==> config.mk <==
export PLATFORM = sky130hd
export DESIGN_NAME = icmp_echo_reply_builder
export DESIGN_NICKNAME = d
export VERILOG_FILES = /design/src/hw/rtl/icmp_erb_pkg.sv /design/src/hw/rtl/icmp_erb_parser.sv /design/src/hw/rtl/icmp_erb_serializer.sv /design/src/hw/rtl/icmp_echo_reply_builder.sv
export SDC_FILE = /design/constraint.sdc
export NUM_CORES = 1
export LEC_CHECK = 0
export BUFFER_PORTS_ARGS = -buffer_cell sky130_fd_sc_hd__buf_2
export CAP_MARGIN = 20
export CORE_ASPECT_RATIO = 0.5
export CORE_MARGIN = 4
export CORE_UTILIZATION = 50
export DETAILED_ROUTE_END_ITERATION = 10
export PLACE_DENSITY_LB_ADDON = 0.2
export SETUP_SLACK_MARGIN = 0.02
export SYNTH_ARGS = -nofsm -noshare
export SYNTH_HDL_FRONTEND = slang
export SYNTH_SLANG_ARGS = --single-unit
==> constraint.sdc <==
create_clock -name clk -period 11.6 [get_ports clk]
set_input_delay 2.32 -clock clk [delete_from_list [all_inputs] [get_ports clk]]
set_output_delay 2.32 -clock clk [all_outputs]
set_load 0.03 [all_outputs]
==> src/hw/rtl/icmp_erb_pkg.sv <==
package icmp_erb_pkg;

  localparam logic [15:0] ETHERTYPE_IPV4    = 16'h0800;
  localparam logic [7:0]  IP_PROTO_ICMP     = 8'd1;
  localparam logic [7:0]  ICMP_ECHO_REQUEST = 8'd8;
  localparam logic [7:0]  REPLY_TTL_RESET   = 8'd64;
  localparam logic [7:0]  IP_VER_IHL        = 8'h45;
  localparam int          REPLY_LEN         = 28;
  localparam int          CNT_W             = $clog2(REPLY_LEN);
  localparam logic [CNT_W-1:0] CNT_LAST     = CNT_W'(REPLY_LEN - 1);

  // Fields of one reply, captured when the request frame ends.
  typedef struct packed {
    logic [31:0] target_addr;
    logic [31:0] sender_addr;
    logic [15:0] echo_id;
    logic [15:0] echo_seq;
    logic [15:0] checksum;
  } reply_fields_t;

  typedef struct packed {
    logic          load;
    reply_fields_t fields;
  } reply_req_t;

endpackage

==> src/hw/rtl/icmp_erb_parser.sv <==
module icmp_erb_parser
  import icmp_erb_pkg::*;
(
  input  logic       clk,
  input  logic       rst_n,
  input  logic       in_fire,
  input  logic [7:0] in_byte,
  input  logic       in_last,
  output logic       near_end,
  output reply_req_t req
);

  localparam logic [5:0] FRAME_MIN = 6'd42;

  logic [5:0]  pos_r, pos_nxt;
  logic [15:0] ether_r, ether_nxt;
  logic [7:0]  proto_r, proto_nxt;
  logic [7:0]  icmp_r, icmp_nxt;
  logic [31:0] sender_r, sender_nxt;
  logic [31:0] target_r, target_nxt;
  logic [15:0] id_r, id_nxt;
  logic [15:0] seq_r, seq_nxt;
  logic [16:0] sum1, sum2;
  logic        is_request;

  always_comb begin
    ether_nxt  = ether_r;
    proto_nxt  = proto_r;
    icmp_nxt   = icmp_r;
    sender_nxt = sender_r;
    target_nxt = target_r;
    id_nxt     = id_r;
    seq_nxt    = seq_r;
    if (in_fire) begin
      unique case (pos_r)
        6'd12: ether_nxt[15:8]  = in_byte;
        6'd13: ether_nxt[7:0]   = in_byte;
        6'd23: proto_nxt        = in_byte;
        6'd26: sender_nxt[31:24] = in_byte;
        6'd27: sender_nxt[23:16] = in_byte;
        6'd28: sender_nxt[15:8]  = in_byte;
        6'd29: sender_nxt[7:0]   = in_byte;
        6'd30: target_nxt[31:24] = in_byte;
        6'd31: target_nxt[23:16] = in_byte;
        6'd32: target_nxt[15:8]  = in_byte;
        6'd33: target_nxt[7:0]   = in_byte;
        6'd34: icmp_nxt         = in_byte;
        6'd38: id_nxt[15:8]     = in_byte;
        6'd39: id_nxt[7:0]      = in_byte;
        6'd40: seq_nxt[15:8]    = in_byte;
        6'd41: seq_nxt[7:0]     = in_byte;
        default: ;
      endcase
    end
  end

  // Position of the next byte saturates at the minimum frame length and
  // goes back to zero after every last byte.
  always_comb begin
    pos_nxt = pos_r;
    if (in_fire) begin
      if (in_last) begin
        pos_nxt = '0;
      end else if (pos_r < FRAME_MIN) begin
        pos_nxt = pos_r + 6'd1;
      end
    end
  end

  // The byte at this position or later brings the frame to full length.
  assign near_end = (pos_r >= FRAME_MIN - 6'd1);

  // The header type fields all sit well before the end, so the registered
  // copies already hold their final values when the frame can qualify.
  assign is_request = near_end && (ether_r == ETHERTYPE_IPV4) &&
                      (proto_r == IP_PROTO_ICMP) && (icmp_r == ICMP_ECHO_REQUEST);

  // Folded one's-complement sum of identifier and sequence.
  assign sum1 = {1'b0, id_nxt} + {1'b0, seq_nxt};
  assign sum2 = {1'b0, sum1[15:0]} + {16'd0, sum1[16]};

  always_comb begin
    req.load               = in_fire && in_last && is_request;
    req.fields.target_addr = target_nxt;
    req.fields.sender_addr = sender_nxt;
    req.fields.echo_id     = id_nxt;
    req.fields.echo_seq    = seq_nxt;
    req.fields.checksum    = ~(sum2[15:0] + {15'd0, sum2[16]});
  end

  always_ff @(posedge clk) begin
    if (!rst_n) begin
      pos_r <= '0;
    end else begin
      pos_r <= pos_nxt;
    end
  end

  always_ff @(posedge clk) begin
    ether_r  <= ether_nxt;
    proto_r  <= proto_nxt;
    icmp_r   <= icmp_nxt;
    sender_r <= sender_nxt;
    target_r <= target_nxt;
    id_r     <= id_nxt;
    seq_r    <= seq_nxt;
  end

endmodule

==> src/hw/rtl/icmp_erb_serializer.sv <==
module icmp_erb_serializer
  import icmp_erb_pkg::*;
(
  input  logic       clk,
  input  logic       rst_n,
  input  reply_req_t req,
  input  logic [7:0] ttl,
  output logic       out_valid,
  input  logic       out_ready,
  output logic [7:0] out_reply_byte,
  output logic       out_reply_last
);

  reply_fields_t     fields_r;
  logic              valid_r;
  logic [CNT_W-1:0]  cnt_r;
  logic              fire;

  assign fire = valid_r && out_ready;

  always_ff @(posedge clk) begin
    if (!rst_n) begin
      valid_r <= 1'b0;
      cnt_r   <= '0;
    end else if (req.load) begin
      valid_r <= 1'b1;
      cnt_r   <= '0;
    end else if (fire) begin
      if (cnt_r == CNT_LAST) begin
        valid_r <= 1'b0;
        cnt_r   <= '0;
      end else begin
        cnt_r <= cnt_r + CNT_W'(1);
      end
    end
  end

  always_ff @(posedge clk) begin
    if (req.load) begin
      fields_r <= req.fields;
    end
  end

  always_comb begin
    unique case (cnt_r)
      5'd0:    out_reply_byte = IP_VER_IHL;
      5'd3:    out_reply_byte = 8'(REPLY_LEN);
      5'd8:    out_reply_byte = ttl;
      5'd9:    out_reply_byte = IP_PROTO_ICMP;
      5'd12:   out_reply_byte = fields_r.target_addr[31:24];
      5'd13:   out_reply_byte = fields_r.target_addr[23:16];
      5'd14:   out_reply_byte = fields_r.target_addr[15:8];
      5'd15:   out_reply_byte = fields_r.target_addr[7:0];
      5'd16:   out_reply_byte = fields_r.sender_addr[31:24];
      5'd17:   out_reply_byte = fields_r.sender_addr[23:16];
      5'd18:   out_reply_byte = fields_r.sender_addr[15:8];
      5'd19:   out_reply_byte = fields_r.sender_addr[7:0];
      5'd22:   out_reply_byte = fields_r.checksum[15:8];
      5'd23:   out_reply_byte = fields_r.checksum[7:0];
      5'd24:   out_reply_byte = fields_r.echo_id[15:8];
      5'd25:   out_reply_byte = fields_r.echo_id[7:0];
      5'd26:   out_reply_byte = fields_r.echo_seq[15:8];
      5'd27:   out_reply_byte = fields_r.echo_seq[7:0];
      default: out_reply_byte = 8'd0;
    endcase
  end

  assign out_valid      = valid_r;
  assign out_reply_last = (cnt_r == CNT_LAST);

`ifndef SYNTHESIS
  a_no_load_while_busy: assert property (@(posedge clk) disable iff (!rst_n)
    req.load |-> !valid_r)
    else $error("reply loaded while previous reply still pending");

  a_idle_count_zero: assert property (@(posedge clk) disable iff (!rst_n)
    !valid_r |-> (cnt_r == '0))
    else $error("byte counter not at zero while idle");

  a_done_after_last: assert property (@(posedge clk) disable iff (!rst_n)
    (fire && out_reply_last) |=> !valid_r)
    else $error("reply still valid after its last word");

  a_count_advances: assert property (@(posedge clk) disable iff (!rst_n)
    (fire && !out_reply_last) |=> (valid_r && cnt_r == $past(cnt_r) + CNT_W'(1)))
    else $error("byte counter did not advance on accepted word");
`endif

endmodule

==> src/hw/rtl/icmp_echo_reply_builder.sv <==
// ICMP echo reply builder. Ethernet frame bytes come in on the in_ channel at
// up to one word per clock, with in_frame_last on the final byte. When a frame
// of at least 42 bytes with ethertype IPv4, protocol ICMP and ICMP type echo
// request ends, the block sends a 28-byte IPv4 echo reply on the out_ channel,
// one byte per word, starting the cycle after the frame's last byte is taken;
// the reply ends with out_reply_last. The reply swaps the two addresses, uses
// the TTL last written on the cfg_ port (64 after reset), carries the echo
// identifier and sequence, and leaves the IP header checksum at zero. The
// serializer's byte counter paces the reply. Input runs at one word per cycle
// except that, while a reply is still pending, bytes from the 42nd position of
// a frame on are held off until the cycle after the last reply word is taken.
// IP version, header length and ICMP code are not checked, and a fixed 20-byte
// IP header is assumed.
module icmp_echo_reply_builder
  import icmp_erb_pkg::*;
(
  input  logic       clk,
  input  logic       rst_n,
  input  logic       in_valid,
  output logic       in_ready,
  input  logic [7:0] in_frame_byte,
  input  logic       in_frame_last,
  output logic       out_valid,
  input  logic       out_ready,
  output logic [7:0] out_reply_byte,
  output logic       out_reply_last,
  input  logic       cfg_valid,
  output logic       cfg_ready,
  input  logic [7:0] cfg_reply_ttl
);

  logic       ttl_r;
  logic [7:0] reply_ttl_r;
  logic       in_fire;
  logic       near_end;
  reply_req_t req;

  // Takes every TTL write; writes must come only while idle, not enforced.
  assign cfg_ready = 1'b1;

  always_ff @(posedge clk) begin
    if (!rst_n) begin
      reply_ttl_r <= REPLY_TTL_RESET;
    end else if (cfg_valid) begin
      reply_ttl_r <= cfg_reply_ttl;
    end
  end

  // A byte at or past the 42nd position of any frame waits while the single
  // reply buffer is still draining; all other bytes pass freely.
  assign in_ready = !out_valid || !near_end;
  assign in_fire  = in_valid && in_ready;

  icmp_erb_parser u_parser (
    .clk      (clk),
    .rst_n    (rst_n),
    .in_fire  (in_fire),
    .in_byte  (in_frame_byte),
    .in_last  (in_frame_last),
    .near_end (near_end),
    .req      (req)
  );

  icmp_erb_serializer u_serializer (
    .clk            (clk),
    .rst_n          (rst_n),
    .req            (req),
    .ttl            (reply_ttl_r),
    .out_valid      (out_valid),
    .out_ready      (out_ready),
    .out_reply_byte (out_reply_byte),
    .out_reply_last (out_reply_last)
  );

  // Marks that a TTL write has been seen since reset.
  always_ff @(posedge clk) begin
    if (!rst_n) begin
      ttl_r <= 1'b0;
    end else if (cfg_valid) begin
      ttl_r <= 1'b1;
    end
  end

`ifndef SYNTHESIS
  a_stall_only_near_end: assert property (@(posedge clk) disable iff (!rst_n)
    !in_ready |-> (out_valid && near_end))
    else $error("input held off without a pending reply");

  a_reply_starts_after_request: assert property (@(posedge clk) disable iff (!rst_n)
    req.load |=> (out_valid && !out_reply_last))
    else $error("reply did not start after a qualifying frame");

  a_ttl_written: assert property (@(posedge clk) disable iff (!rst_n)
    (ttl_r && !$past(ttl_r)) |-> ($past(cfg_valid) && reply_ttl_r == $past(cfg_reply_ttl)))
    else $error("TTL register did not take the written word");
`endif

endmodule
**Word-level counts from Yosys, hierarchy flattened**

Cells that the tools add are included.

- Register bits after elaboration: 260
- Input bits: 22
- Output and inout bits: 12
- Logic and storage cells: 106

- Add/subtract/negate cells: 5
- Order comparisons: 2
- Eq/ne operators: 36
- Muxes and demuxes: 23
- Bitwise logic cells: 2
- Reduce and logical (&&, ||, !) cells: 21

Operators by type and width:

| cell | count |
|---|---|
| one-hot mux 8 bit (18 select lines) | 1 |
| two-way mux 8 bit | 12 |
| two-way mux 32 bit | 2 |
| equality test 5 bit, second input constant | 10 |
| equality test 6 x 5 -> 1 bit, second input constant | 7 |
| equality test 6 bit, second input constant | 7 |
| two-way mux 16 bit | 2 |
| equality test 5 x 4 -> 1 bit, second input constant | 6 |
| adder 16 x 1 -> 17 bit | 1 |
| adder 16 x 16 -> 17 bit | 1 |
| adder 16 x 1 -> 16 bit | 1 |
| equality test 16 x 12 -> 1 bit, second input constant | 1 |
| NOT 16 bit | 1 |
| equality test 6 x 4 -> 1 bit, second input constant | 2 |
| two-way mux 6 bit | 2 |
| AND reduction 2 bit | 6 |
| equality test 8 x 1 -> 1 bit, second input constant | 1 |
| equality test 8 x 4 -> 1 bit, second input constant | 1 |
| logical AND 1 bit | 7 |
| adder 6 x 1 -> 6 bit, second input constant | 1 |
| >= comparator 6 bit, second input constant | 1 |
| < comparator 6 bit, second input constant | 1 |
| nonzero test 2 bit | 3 |
| adder 5 x 1 -> 5 bit, second input constant | 1 |
| other kinds (8) | 11 |

**Depth between registers and ports, before layout**

Gate-level depths: netlist (run 1).

- Word-level depth: 9
- Depth in mapped cells: 32
- Gate-level depth less buffers: 31

**Modules after synthesis**

From an unflattened synthesis (run 1), not the netlist that was laid out.

- Cell total of the unflattened synthesis: 957
- Area total of the unflattened synthesis: 11937.7 µm²

By module, submodules not included:

| module | instances | cells each | area each (µm²) | sequential area each (µm²) |
|---|---|---|---|---|
| icmp_erb_parser | 1 | 620 | 6835.3 | 3002.9 |
| icmp_erb_serializer | 1 | 308 | 4782.1 | 3483.3 |
| icmp_echo_reply_builder | 1 | 29 | 320.3 | 160.2 |

**Least setup slack after synthesis (run 1)**

No wires, ideal clock.

- Path type: input port to flip-flop
- From: input port in_valid
- To: register u_serializer.fields_r[15] in the netlist's numbering, data pin
- Library setup time: 0.287 ns
- Arrival time: 8.722 ns
- Data required time: 11.313 ns
- Setup slack: 2.591 ns
- Cell stages on the path: 30
- Buffers on the path: 1
- Path through: nand3b_1 -> a21o_1 -> nor2_1 -> clkbuf_1 -> mux2_2 -> ha_1 -> inv_1 -> fa_1 -> o31ai_1 -> a21oi_2 -> nor4b_4 -> a311oi_1 -> o31ai_1 -> a21oi_1 -> o21ai_0 -> a21o_1 -> ha_1 -> ha_1 -> nand2_1 -> inv_1 -> nand4_2 -> nand4b_1 -> or3_1 -> nor4_1 -> ha_1 -> nand4_1 -> or4b_4 -> or3_4 -> o31ai_1 -> a311oi_1

RTL lines:

| element | line | source |
|---|---|---|
| start: declaration | icmp_echo_reply_builder.sv:19 | `input logic in_valid,` |
| end signal: assignment | icmp_erb_serializer.sv:40 | `fields_r <= req.fields;` |
| end: declaration | icmp_erb_serializer.sv:14 | `reply_fields_t fields_r;` |

==> results of run 1 <==
cells by family after synthesis:
logic type / Yosys count / synth area share (%)
AOI/OAI and AO/OA: 133 / 9.13
and+or+nand+nor: 244 / 11.6
xor gates and xnor gates: 51 / 4.57
muxes: 102 / 10.1
adders and majority gates: 32 / 3.60
other: 1 / 0.0333
buffers and inverters: 52 / 1.84
DFF: 260 / 59.1
per-layer routing:
| metal | global-route usage [%] | wire, um |
|---|---|---|
| met1 | 36.0 | 13700 |
| met2 | 32.5 | 12000 |
| met3 | 3.92 | 2200 |
| met4 | 5.35 | 604 |
| met5 | 0 | 0 |
flip-flops by register name, indices dropped and copies added (netlist names):
name                    flops
reply_ttl_r                 8
u_serializer.out_valid      1
u_serializer.cnt_r          5
u_parser.id_r              16
u_parser.sender_r          32
u_parser.ether_r           16
u_parser.icmp_r             8
u_parser.proto_r            8
u_serializer.fields_r     112
u_parser.target_r          32
u_parser.pos_r              6
u_parser.seq_r             16
worst max-delay path, delay by kind of cell:
family	cells	cell delay [ps]
and+or+nand+nor	11	3570
AOI/OAI and AO/OA	10	1940
adders and majority gates	5	1250
muxes	1	370
buffers and inverters	3	310
per-stage QoR:
step                      setup WS [ps]  instances  area (um^2)
after floorplan                    2590        875        11200
after global placement             1870       1180        11700
after detailed placement           1630       1180        11700
after CTS                          2170       1224        12500
after global routing               1570       1224        12500
final                              2060       1225        12500
cells in the mapped netlist, types with 6 or more instances:
cell type | count | area [um^2]
and4_1 | 6 | 52.6
nand3b_1 | 8 | 60.1
nand4_1 | 10 | 62.6
dfxtp_1 | 116 | 2320
nand3_1 | 17 | 85.1
nor2_1 | 41 | 154
o21ai_0 | 9 | 45.0
ha_1 | 30 | 375
a222oi_1 | 14 | 140
a22oi_1 | 22 | 165
mux2i_1 | 10 | 100
and2_1 | 13 | 81.3
nor2b_1 | 13 | 81.3
mux2_2 | 92 | 1040
clkbuf_1 | 25 | 93.8
inv_1 | 19 | 71.3
edfxtp_1 | 144 | 4320
xnor2_1 | 23 | 201
a21o_1 | 7 | 52.6
a221oi_1 | 7 | 61.3
a22o_1 | 6 | 52.6
xor2_1 | 22 | 193
nand2_1 | 75 | 282
a211oi_1 | 7 | 52.6
a21oi_1 | 18 | 90.1
nor4_1 | 9 | 56.3
nor3_1 | 11 | 55.1
and3_1 | 10 | 62.6
worst max path at each step:
| stage | end | slack, ps |
|---|---|---|
| 3_3_place_gp | u_serializer.fields_r[15]$_DFFE_PP_ | 1870 |
| 6_report | u_serializer.fields_r[15]$_DFFE_PP_ | 2060 |
| 2_1_floorplan | u_serializer.fields_r[15]$_DFFE_PP_ | 2590 |
| 5_1_grt | u_serializer.fields_r[15]$_DFFE_PP_ | 1570 |
| 3_5_place_dp | u_serializer.fields_r[15]$_DFFE_PP_ | 1630 |
| 4_1_cts | u_serializer.fields_r[15]$_DFFE_PP_ | 2170 |
power by group:
part           internal [uW]  switching, uW  total [uW]
logic                   8.28           20.3        28.6
clock network            492            336         828
registers                965           2.08         967
area by class of cell:
type                       count  area, um^2
clock buffer                  33         664
clock inverter                11         169
sequential                   260        6650
tap                          300         375
antenna                        1        2.50
fill                        1802        9340
multi-input combinational    563        4400
timing repair buffer          38         205
inverter                      19        73.8
==> run summary, run 1 <==
Number of synthesized flops with an enable pin: 144
H-tree depth: 1
Hold Slack: 473 ps
Max_slew headroom: 34.8%
Synth unique cells: 78
Total GRT Usage: 22.7%
Asr flop ratio synth: 0%
Total power: 1820 uW
Ys flop type: edfxtp_1
Syn Inst Count: 875
Slew Viols, Final: 0
Most common cell after layout, fill and taps aside: edfxtp_1
Final GP Congestion: 0.861
Initial core utilization: 51.4%
Status: finished clean
Num CTS Buffers: 24
Max Freq: 105 MHz
Most numerous cell on the critical path: ha_1
First-pass GRT wire length: 43100 um
Vias in the first global route: 6996
Die ar.: 0.0251 mm^2
HPWL Detailed: 19800 um
Post-route ant nets: 0
Final Core Density: 57.3%
DRT iter0 DRCs: 895
Hold path startpoint: u_parser.target_r[17]$_DFF_P_
CP Class: in2reg
Hold Crit Depth: 1
Final Critical Period: 9540 ps
PwrDens: 146 mW/mm^2
CTS Hold Bufs: 0
Seq cells post-synth: 260
DRT Wirelength: 28500 um
CTS tree: built
Leakage power: 0.00460 uW
Commonest cells after routing, fill and taps aside: 144 x edfxtp_1, 116 x dfxtp_1, 92 x mux2_2, 75 x nand2_1, 41 x nor2_1
Worst Skew: 15.6 ps
Syn_area_per_cell: 12.9 um^2
Die X: 220 um
Mapped Nets: 928
Clk sink count: 260
NumNets Final: 959
Critical Path Source Type: input pin
Worst hold-check path type: reg2reg
CTS root buf: clkbuf_16
Die Y-Extent: 114 um
Final setup fails: 0
DRC: 0
Setup bufs post-CTS: 0
Area Overhead vs Synth: 11.4%
Initial DRT Pass Iterations: 6
Post_cts resized: 0
Largest net degree at the start of global routing: 74
Clock slew at reported path FFs: 60 ps
Synthesized area: 0.0112 mm^2
Critical R2R Capture: u_serializer.fields_r[15]$_DFFE_PP_
Worst Max-Slew Pin Slew: 978 ps
Worst path required time: 11830 ps
Grt total ovfl: 0
Vias per inst: 6.01
YS warnings: 0
RSZ-0062 raised after global routing: no
Worst skew pair latency: 530 ps
Max FO, Critical Path: 8
Clock tree buffer depth: 3
Critical path arrival: 9770 ps
Antenna violations before repair: 1
Sink of the worst hold path: u_parser.target_r[17]$_DFF_P_
Critical-path cell with the highest stage delay: or4b_4
MaxCap Viol Count: 0
Cells on worst reg2reg path: 31
Worst reg-to-reg setup slack: 3060 ps
Endpoints failing hold: 0
Port-buffer cells: 32
Slowest Stage Delay on Critical Path: 560 ps
Vias after detailed routing: 7361
Layout cell share with drive strength beyond 1: 20.8%
Worst flop-to-flop path startpoint: u_parser.pos_r[1]$_SDFFE_PN0P_
Cell Rows: 38
Peak supply drop: 0.0989 mV
Wire length per cell: 23.3 um
Final period util: 82.2%
CORE AREA: 0.0219 mm^2
IO Count: 34
Final setup TNS: 0 ps
CP endpoint kind: flip-flop
Worst Setup SP: in_valid
Seq/Total Area, Yosys: 59.1%
No activity file was read; power rests on OpenSTA's default activity.
==> run 2, diff against run 1 <==
- ABC_AREA: not set -> 1
- clock period: 11.6 -> 8.7 ns (I/O delays scaled with it)
==> run 2 against run 1 <==
Sequential power up 34%; combinational power up 44%; setup slack got worse by 330 ps; flip-flop and latch count unchanged; via count increased by 21%; power increased by 36%; core utilization increased by 0.24 points; global-route usage increased by 1.1 points; die area rose by 4.5%; final cell count up 32%; largest cell class unchanged; largest power group unchanged; highest routed layer unchanged.
==> run summary, run 2 <==
Status: finished clean (unchanged)
Sequential cell area: 0.00665 mm^2 (unchanged)
Total GRT Usage: 23.8% (was 22.7%)
Peak supply drop: 0.126 mV (was 0.0989 mV)
Worst reg-to-reg setup slack: 1930 ps (was 3060 ps)
Number of synthesized flops with an enable pin: 144 (unchanged)
Post_cts resized: 0 (unchanged)
Worst Skew: 10.5 ps (was 15.6 ps)
Seq/Total Area, Yosys: 56.4% (was 59.1%)
Worst flop-to-flop path startpoint: u_parser.pos_r[1]$_SDFFE_PN0P_ (unchanged)
HPWL Detailed: 22500 um (was 19800 um)
Commonest cells after routing, fill and taps aside: 315 x nand2_1, 144 x edfxtp_1, 125 x inv_1, 116 x dfxtp_1, 95 x nor2_1 (was 144 x edfxtp_1, 116 x dfxtp_1, 92 x mux2_2, 75 x nand2_1, 41 x nor2_1)
Mux cell area share after synthesis: 0% (was 10.1%)
Final Critical Period: 6970 ps
RSZ-0062 raised after global routing: no (unchanged)
Antenna violations before repair: 0 (was 1)
Critical path arrival: 7260 ps (was 9770 ps)
Leakage power: 0.00524 uW (was 0.00460 uW)
Area Overhead vs Synth: 12.2% (was 11.4%)
Synth Area in Simple Gates: 24.0% (was 11.6%)
Synth area leader: edfxtp_1 (unchanged)
Max Freq: 143 MHz
Wire length per cell: 19.2 um (was 23.3 um)
YS warnings: 0 (unchanged)
Clk sink count: 260 (unchanged)
Cell Int Power: 1980 uW (was 1470 uW)
First-pass GRT wire length: 47900 um (was 43100 um)
Top flop regs: u_serializer.fields_r x112, u_parser.sender_r x32, u_parser.target_r x32 (unchanged)
Most common cell after layout, fill and taps aside: nand2_1 (was edfxtp_1)
Most numerous cell on the critical path: nand2_1 (was ha_1)
Buffers & Inverters on Critical Path: 5 (was 3)
Final setup fails: 0 (unchanged)
Syn_area_per_cell: 9.41 um^2 (was 12.9 um^2)
Initial DRT Pass Iterations: 6 (unchanged)
DRT Wirelength: 31100 um (was 28500 um)
H-tree depth: 1 (unchanged)
XOR/XNOR share of the synthesized area: 0.743% (was 4.57%)
Cell Rows: 39 (was 38)
Adder-Cell Fraction of Synth Area: 3.36% (was 3.60%)
DRT iter0 DRCs: 1094 (was 895)
CORE AREA: 0.0230 mm^2 (was 0.0219 mm^2)
Power share of the sequential group: 52.3% (was 53.0%)
Critical Path Source Type: input pin (unchanged)
Clock Power Share: 46.0% (was 45.4%)
Worst Setup SP: in_valid (unchanged)
Switching Share: 20.1% (was 19.7%)
Most flops, register: u_serializer.fields_r (unchanged)
Initial core utilization: 51.3% (was 51.4%)
CTS tree: built (unchanged)
DRC: 0 (unchanged)
Vias after detailed routing: 8883 (was 7361)
Comb power frac: 1.7% (was 1.6%)
Largest net degree at the start of global routing: 85 (was 74)
Endpoints failing hold: 0 (unchanged)
Largest family of logic cells by synthesized area: simple AND/OR/NAND/NOR gates (unchanged)
Synth unique cells: 46 (was 78)
MaxCap Viol Count: 0 (unchanged)
CTS Hold Bufs: 0 (unchanged)
Synthesized area: 0.0118 mm^2 (was 0.0112 mm^2)
CP endpoint kind: flip-flop (unchanged)
Yosys top cell area share: 36.7% (was 38.4%)
Seq cells post-synth: 260 (unchanged)
Hold path startpoint: u_parser.sender_r[24]$_DFF_P_ (was u_parser.target_r[17]$_DFF_P_)
Most frequent cells after synthesis: 315 x nand2_1, 144 x edfxtp_1, 125 x inv_1 (was 144 x edfxtp_1, 116 x dfxtp_1, 92 x mux2_2)
Grt total ovfl: 0 (unchanged)
Slew Viols, Final: 0 (unchanged)
Clock slew at reported path FFs: 70 ps (was 60 ps)
Net switching power: 497 uW (was 359 uW)
Layout fillers: 1951 (was 1802)
Final setup TNS: 0 ps (unchanged)
Final GP Congestion: 0.957 (was 0.861)
Mapped Nets: 1305 (was 928)
Layout cell share with drive strength beyond 1: 13.2% (was 20.8%)
Vias in the first global route: 8528 (was 6996)
Max_slew headroom: 27.8% (was 34.8%)
Clock tree buffer depth: 3 (unchanged)
Port-buffer cells: 32 (unchanged)
Most frequent cell after synthesis: nand2_1 (was edfxtp_1)
Ys flop type: edfxtp_1 (unchanged)
Critical-path cell with the highest stage delay: nor2_1 (was or4b_4)
Synth area leaders: edfxtp_1 37%, dfxtp_1 20%, nand2_1 10% (was edfxtp_1 38%, dfxtp_1 21%, mux2_2 9.2%)
Worst hold-check path type: reg2reg (unchanged)
Worst skew pair latency: 530 ps (about the same)
Multi-input combinational cell area: 0.00455 mm^2 (was 0.00440 mm^2)
Total power: 2480 uW (was 1820 uW)
Num CTS Buffers: 23 (was 24)
Post-route ant nets: 0 (unchanged)
Largest register FFs: 112 (unchanged)
IO Count: 34 (unchanged)
Compound-cell area share of the yosys netlist: 10.1% (was 9.13%)
Ant diodes: 0 (was 1)
Slowest Stage Delay on Critical Path: 620 ps (was 560 ps)
Final worst slack: 1730 ps (was 2060 ps)
Setup bufs post-CTS: 0 (unchanged)
PwrDens: 188 mW/mm^2 (was 146 mW/mm^2)
Max FO, Critical Path: 20 (was 8)
Asr flop ratio synth: 0% (unchanged)
NumNets Final: 1347 (was 959)
Worst Max-Slew Pin Slew: 1080 ps (was 978 ps)
CTS root buf: clkbuf_16 (unchanged)
Die ar.: 0.0262 mm^2 (was 0.0251 mm^2)
Final period util: 80.1%
Die Y-Extent: 117 um (was 114 um)
Place WS: 1350 ps (was 1630 ps)
Vias per inst: 5.49 (was 6.01)
Syn Inst Count: 1252 (was 875)
CP delay by family, top: simple AND/OR/NAND/NOR gates (unchanged)
CP Class: in2reg (unchanged)
Die X: 225 um (was 220 um)
Worst path required time: 8990 ps (was 11830 ps)
run 2: power by group through the flow:
stage / Clock, uW / Sequential [uW] / Combinational [uW]
2_1_floorplan: 0 / 1320 / 23.4
3_3_place_gp: 0 / 1320 / 39.0
3_5_place_dp: 0 / 1320 / 40.4
4_1_cts: 1150 / 1300 / 40.6
5_1_grt: 1210 / 1300 / 44.5
6_report: 1140 / 1300 / 41.2
run 2: final timing paths:
kind / cells past startpoint / to
min reg2reg: 1 / u_parser.sender_r[24]$_DFF_P_
max reg2reg: 45 / u_serializer.fields_r[14]$_DFFE_PP_
max: 39 / u_serializer.fields_r[14]$_DFFE_PP_
min: 1 / u_parser.sender_r[24]$_DFF_P_
run 2: layer usage:
metal,up-vias,GRT usage (%),part of all wire [%]
li1,4310,-,-
met4,0,4.26,1.5
met2,235,38.1,44
met1,4303,35.0,48
met5,-,0,0
met3,35,3.82,6.0
run 2: layout make-up:
type,instances,share of cell area [%]
clock inverter,10,1.12
clock buffer,32,5.47
sequential,260,50.3
timing repair buffer,46,2.06
multi-input combinational,830,34.4
tap,307,2.90
inverter,133,3.77
run 2: metrics by stage:
step	hold slack (ps)	instances	utilization (%)	area, um^2
2_1_floorplan	429	1252	-	11800
3_3_place_gp	441	1574	53.7	12300
3_5_place_dp	452	1575	53.7	12300
4_1_cts	467	1617	57.5	13200
5_1_grt	478	1618	57.5	13200
6_report	464	1618	57.5	13200
run 2: cells by family (layout without fill, tap and decap cells):
| kind of cell | after synthesis | in the layout |
|---|---|---|
| xor+xnor | 10 | 10 |
| simple gates | 609 | 609 |
| fa+ha+maj | 31 | 31 |
| compound gates | 179 | 179 |
| flops | 260 | 260 |
| other cells | 1 | 1 |
| buf+inv | 162 | 221 |
==> run 3, diff against run 2 <==
- clock period: 8.7 -> 5.7 ns (I/O delays scaled with it)
==> run 3 against run 2 <==
Combinational power rose by 82%; register-to-register slack lost 1600 ps; design area grew 5.7%; global-route usage barely moved.
==> run summary, run 3 (synthesis results as in run 2) <==
Total GRT Usage: 23.8% (about the same)
Num CTS Buffers: 23 (unchanged)
Antenna violations before repair: 0 (unchanged)
Most numerous cell on the critical path: nand2_1 (unchanged)
Final Critical Period: 5340 ps
Place WS: -142 ps (was 1350 ps)
Commonest cells after routing, fill and taps aside: 311 x nand2_1, 144 x edfxtp_1, 118 x inv_1, 112 x dfxtp_1, 101 x buf_4 (was 315 x nand2_1, 144 x edfxtp_1, 125 x inv_1, 116 x dfxtp_1, 95 x nor2_1)
Vias after detailed routing: 9493 (was 8883)
Peak supply drop: 0.171 mV (was 0.126 mV)
Hold Slack: 464 ps (about the same)
Max_slew headroom: 30.3% (was 27.8%)
Vias per inst: 5.55 (was 5.49)
PwrDens: 255 mW/mm^2 (was 188 mW/mm^2)
Largest net degree at the start of global routing: 66 (was 85)
Worst Max-Slew Pin Slew: 1040 ps (was 1080 ps)
Worst skew pair latency: 540 ps (was 530 ps)
Placed insts: 1657 (was 1575)
Worst Skew: 27.8 ps (was 10.5 ps)
Grt total ovfl: 0 (unchanged)
Most common cell after layout, fill and taps aside: nand2_1 (unchanged)
Worst flop-to-flop path startpoint: u_parser.pos_r[0]$_SDFFE_PN0P_ (was u_parser.pos_r[1]$_SDFFE_PN0P_)
Initial DRT Pass Iterations: 6 (unchanged)
Top flop regs: u_serializer.fields_r x112, u_parser.sender_r x32, u_parser.target_r x32 (unchanged)
Post-route ant nets: 0 (unchanged)
Most flops, register: u_serializer.fields_r (unchanged)
CTS tree: built (unchanged)
CORE AREA: 0.0230 mm^2 (unchanged)
Vias in the first global route: 8795 (was 8528)
Cell Rows: 39 (unchanged)
Critical R2R Capture: u_serializer.fields_r[14]$_DFFE_PP_ (unchanged)
Endpoints failing hold: 0 (unchanged)
NumNets Final: 1439 (was 1347)
Final setup fails: 0 (unchanged)
Worst path required time: 5970 ps (was 8990 ps)
Critical path endpoint: u_serializer.fields_r[14]$_DFFE_PP_ (unchanged)
Final period util: 93.7%
CP endpoint kind: flip-flop (unchanged)
Final worst slack: 361 ps (was 1730 ps)
Placed cell area: 0.0130 mm^2 (was 0.0123 mm^2)
Worst hold-check path type: reg2reg (unchanged)
Layout cell share with drive strength beyond 1: 21.3% (was 13.2%)
Clk sink count: 260 (unchanged)
Non-Filler Instances: 1710 (was 1618)
Final GP Congestion: 0.905 (was 0.957)
H-tree depth: 1 (unchanged)
Worst Setup SP: u_parser.pos_r[0]$_SDFFE_PN0P_ (was in_valid)
HPWL Detailed: 23200 um (was 22500 um)
DRT iter0 DRCs: 1039 (was 1094)
Critical Path Source Type: flip-flop (was input pin)
CTS root buf: clkbuf_16 (unchanged)
First-pass GRT wire length: 48100 um (was 47900 um)
CP Class: reg2reg (was in2reg)
Status: finished clean (unchanged)
Largest register FFs: 112 (unchanged)
Critical-path cell with the highest stage delay: dfxtp_4 (was nor2_1)
Ant diodes: 0 (unchanged)
Cells on worst reg2reg path: 40 (was 45)
Slowest Stage Delay on Critical Path: 390 ps (was 620 ps)
Area Overhead vs Synth: 18.6% (was 12.2%)
Die Y-Extent: 117 um (unchanged)
Post-route cell area: 0.0140 mm^2 (was 0.0132 mm^2)
MaxCap Viol Count: 0 (unchanged)
Slew Viols, Final: 0 (unchanged)
Critical path arrival: 5610 ps (was 7260 ps)
IO Count: 34 (unchanged)
Worst reg-to-reg setup slack: 360 ps (was 1930 ps)
Clock tree buffer depth: 3 (unchanged)
Clock slew at reported path FFs: 70 ps (about the same)
DRC: 0 (unchanged)
Leakage power: 0.00559 uW (was 0.00524 uW)
Max Freq: 187 MHz
Die X: 225 um (unchanged)
DRT Wirelength: 31400 um (was 31100 um)
Max FO, Critical Path: 10 (was 20)
Initial core utilization: 51.3% (unchanged)
Port-buffer cells: 32 (unchanged)
Wire length per cell: 18.3 um (was 19.2 um)
Die ar.: 0.0262 mm^2 (unchanged)
Final Core Density: 60.8% (was 57.5%)
## run 3: final cells by class
class | count | area, um^2
clock buffers | 29 | 618
clock inverters | 13 | 105
fillers | 1902 | 9000
inverters | 133 | 499
multi-input cells | 831 | 4750
flip-flops and latches | 260 | 6650
well taps | 307 | 384
repair buffers | 137 | 965
## run 3: report_power, final
group / switching [uW] / internal (uW) / leakage (uW)
logic: 48.9 / 25.9 / 0.00306
clock network: 686 / 822 / 0.000361
registers: 5.21 / 1970 / 0.00217
## run 3: worst min-delay path by stage
| stage | start | endpoint | slack [ps] | depth (start not counted) |
|---|---|---|---|---|
| after global routing | u_parser.target_r[25]$_DFF_P_ | u_parser.target_r[25]$_DFF_P_ | 480 | 1 |
| after global placement | u_parser.sender_r[31]$_DFF_P_ | u_parser.sender_r[31]$_DFF_P_ | 440 | 1 |
| after detailed placement | u_parser.target_r[31]$_DFF_P_ | u_parser.target_r[31]$_DFF_P_ | 450 | 1 |
| after CTS | u_parser.target_r[31]$_DFF_P_ | u_parser.target_r[31]$_DFF_P_ | 470 | 1 |
| final | u_parser.target_r[31]$_DFF_P_ | u_parser.target_r[31]$_DFF_P_ | 460 | 1 |
| after floorplan | reply_ttl_r[6]$_SDFFE_PN1P_ | reply_ttl_r[6]$_SDFFE_PN1P_ | 430 | 2 |
## run 3: critical path: cells and delay by family, from the launching register on
family | cells | cell delay (ps)
simple gates | 29 | 3000
fa+ha+maj | 3 | 720
compound gates | 1 | 300
buf+inv | 7 | 670
flops | 1 | 390
## run 3: routing by layer
layer  vias up  track usage (%)  part of all wire (%)
met2       382             36.0                    42
met5         -                0                     0
met3        63             3.99                   7.4
met4         0             6.12                   2.7
li1       4517                -                     -
met1      4531             35.8                    47
## run 3: per-stage QoR
stage / power [uW] / setup TNS (ps)
5_1_grt: 3670 / -194
6_report: 3560 / 0
2_1_floorplan: 2060 / -342
3_3_place_gp: 2090 / 0
3_5_place_dp: 2090 / -325
4_1_cts: 3580 / 0
## run 3: what timing repair did
action                                  4_1_cts  5_1_grt
gates resized for setup                       2       37
buffers inserted                              0        8
hold buffers                                  0        0
pin swaps                                     0       15
endpoints found under the setup margin        2       11
cloned                                        0        1
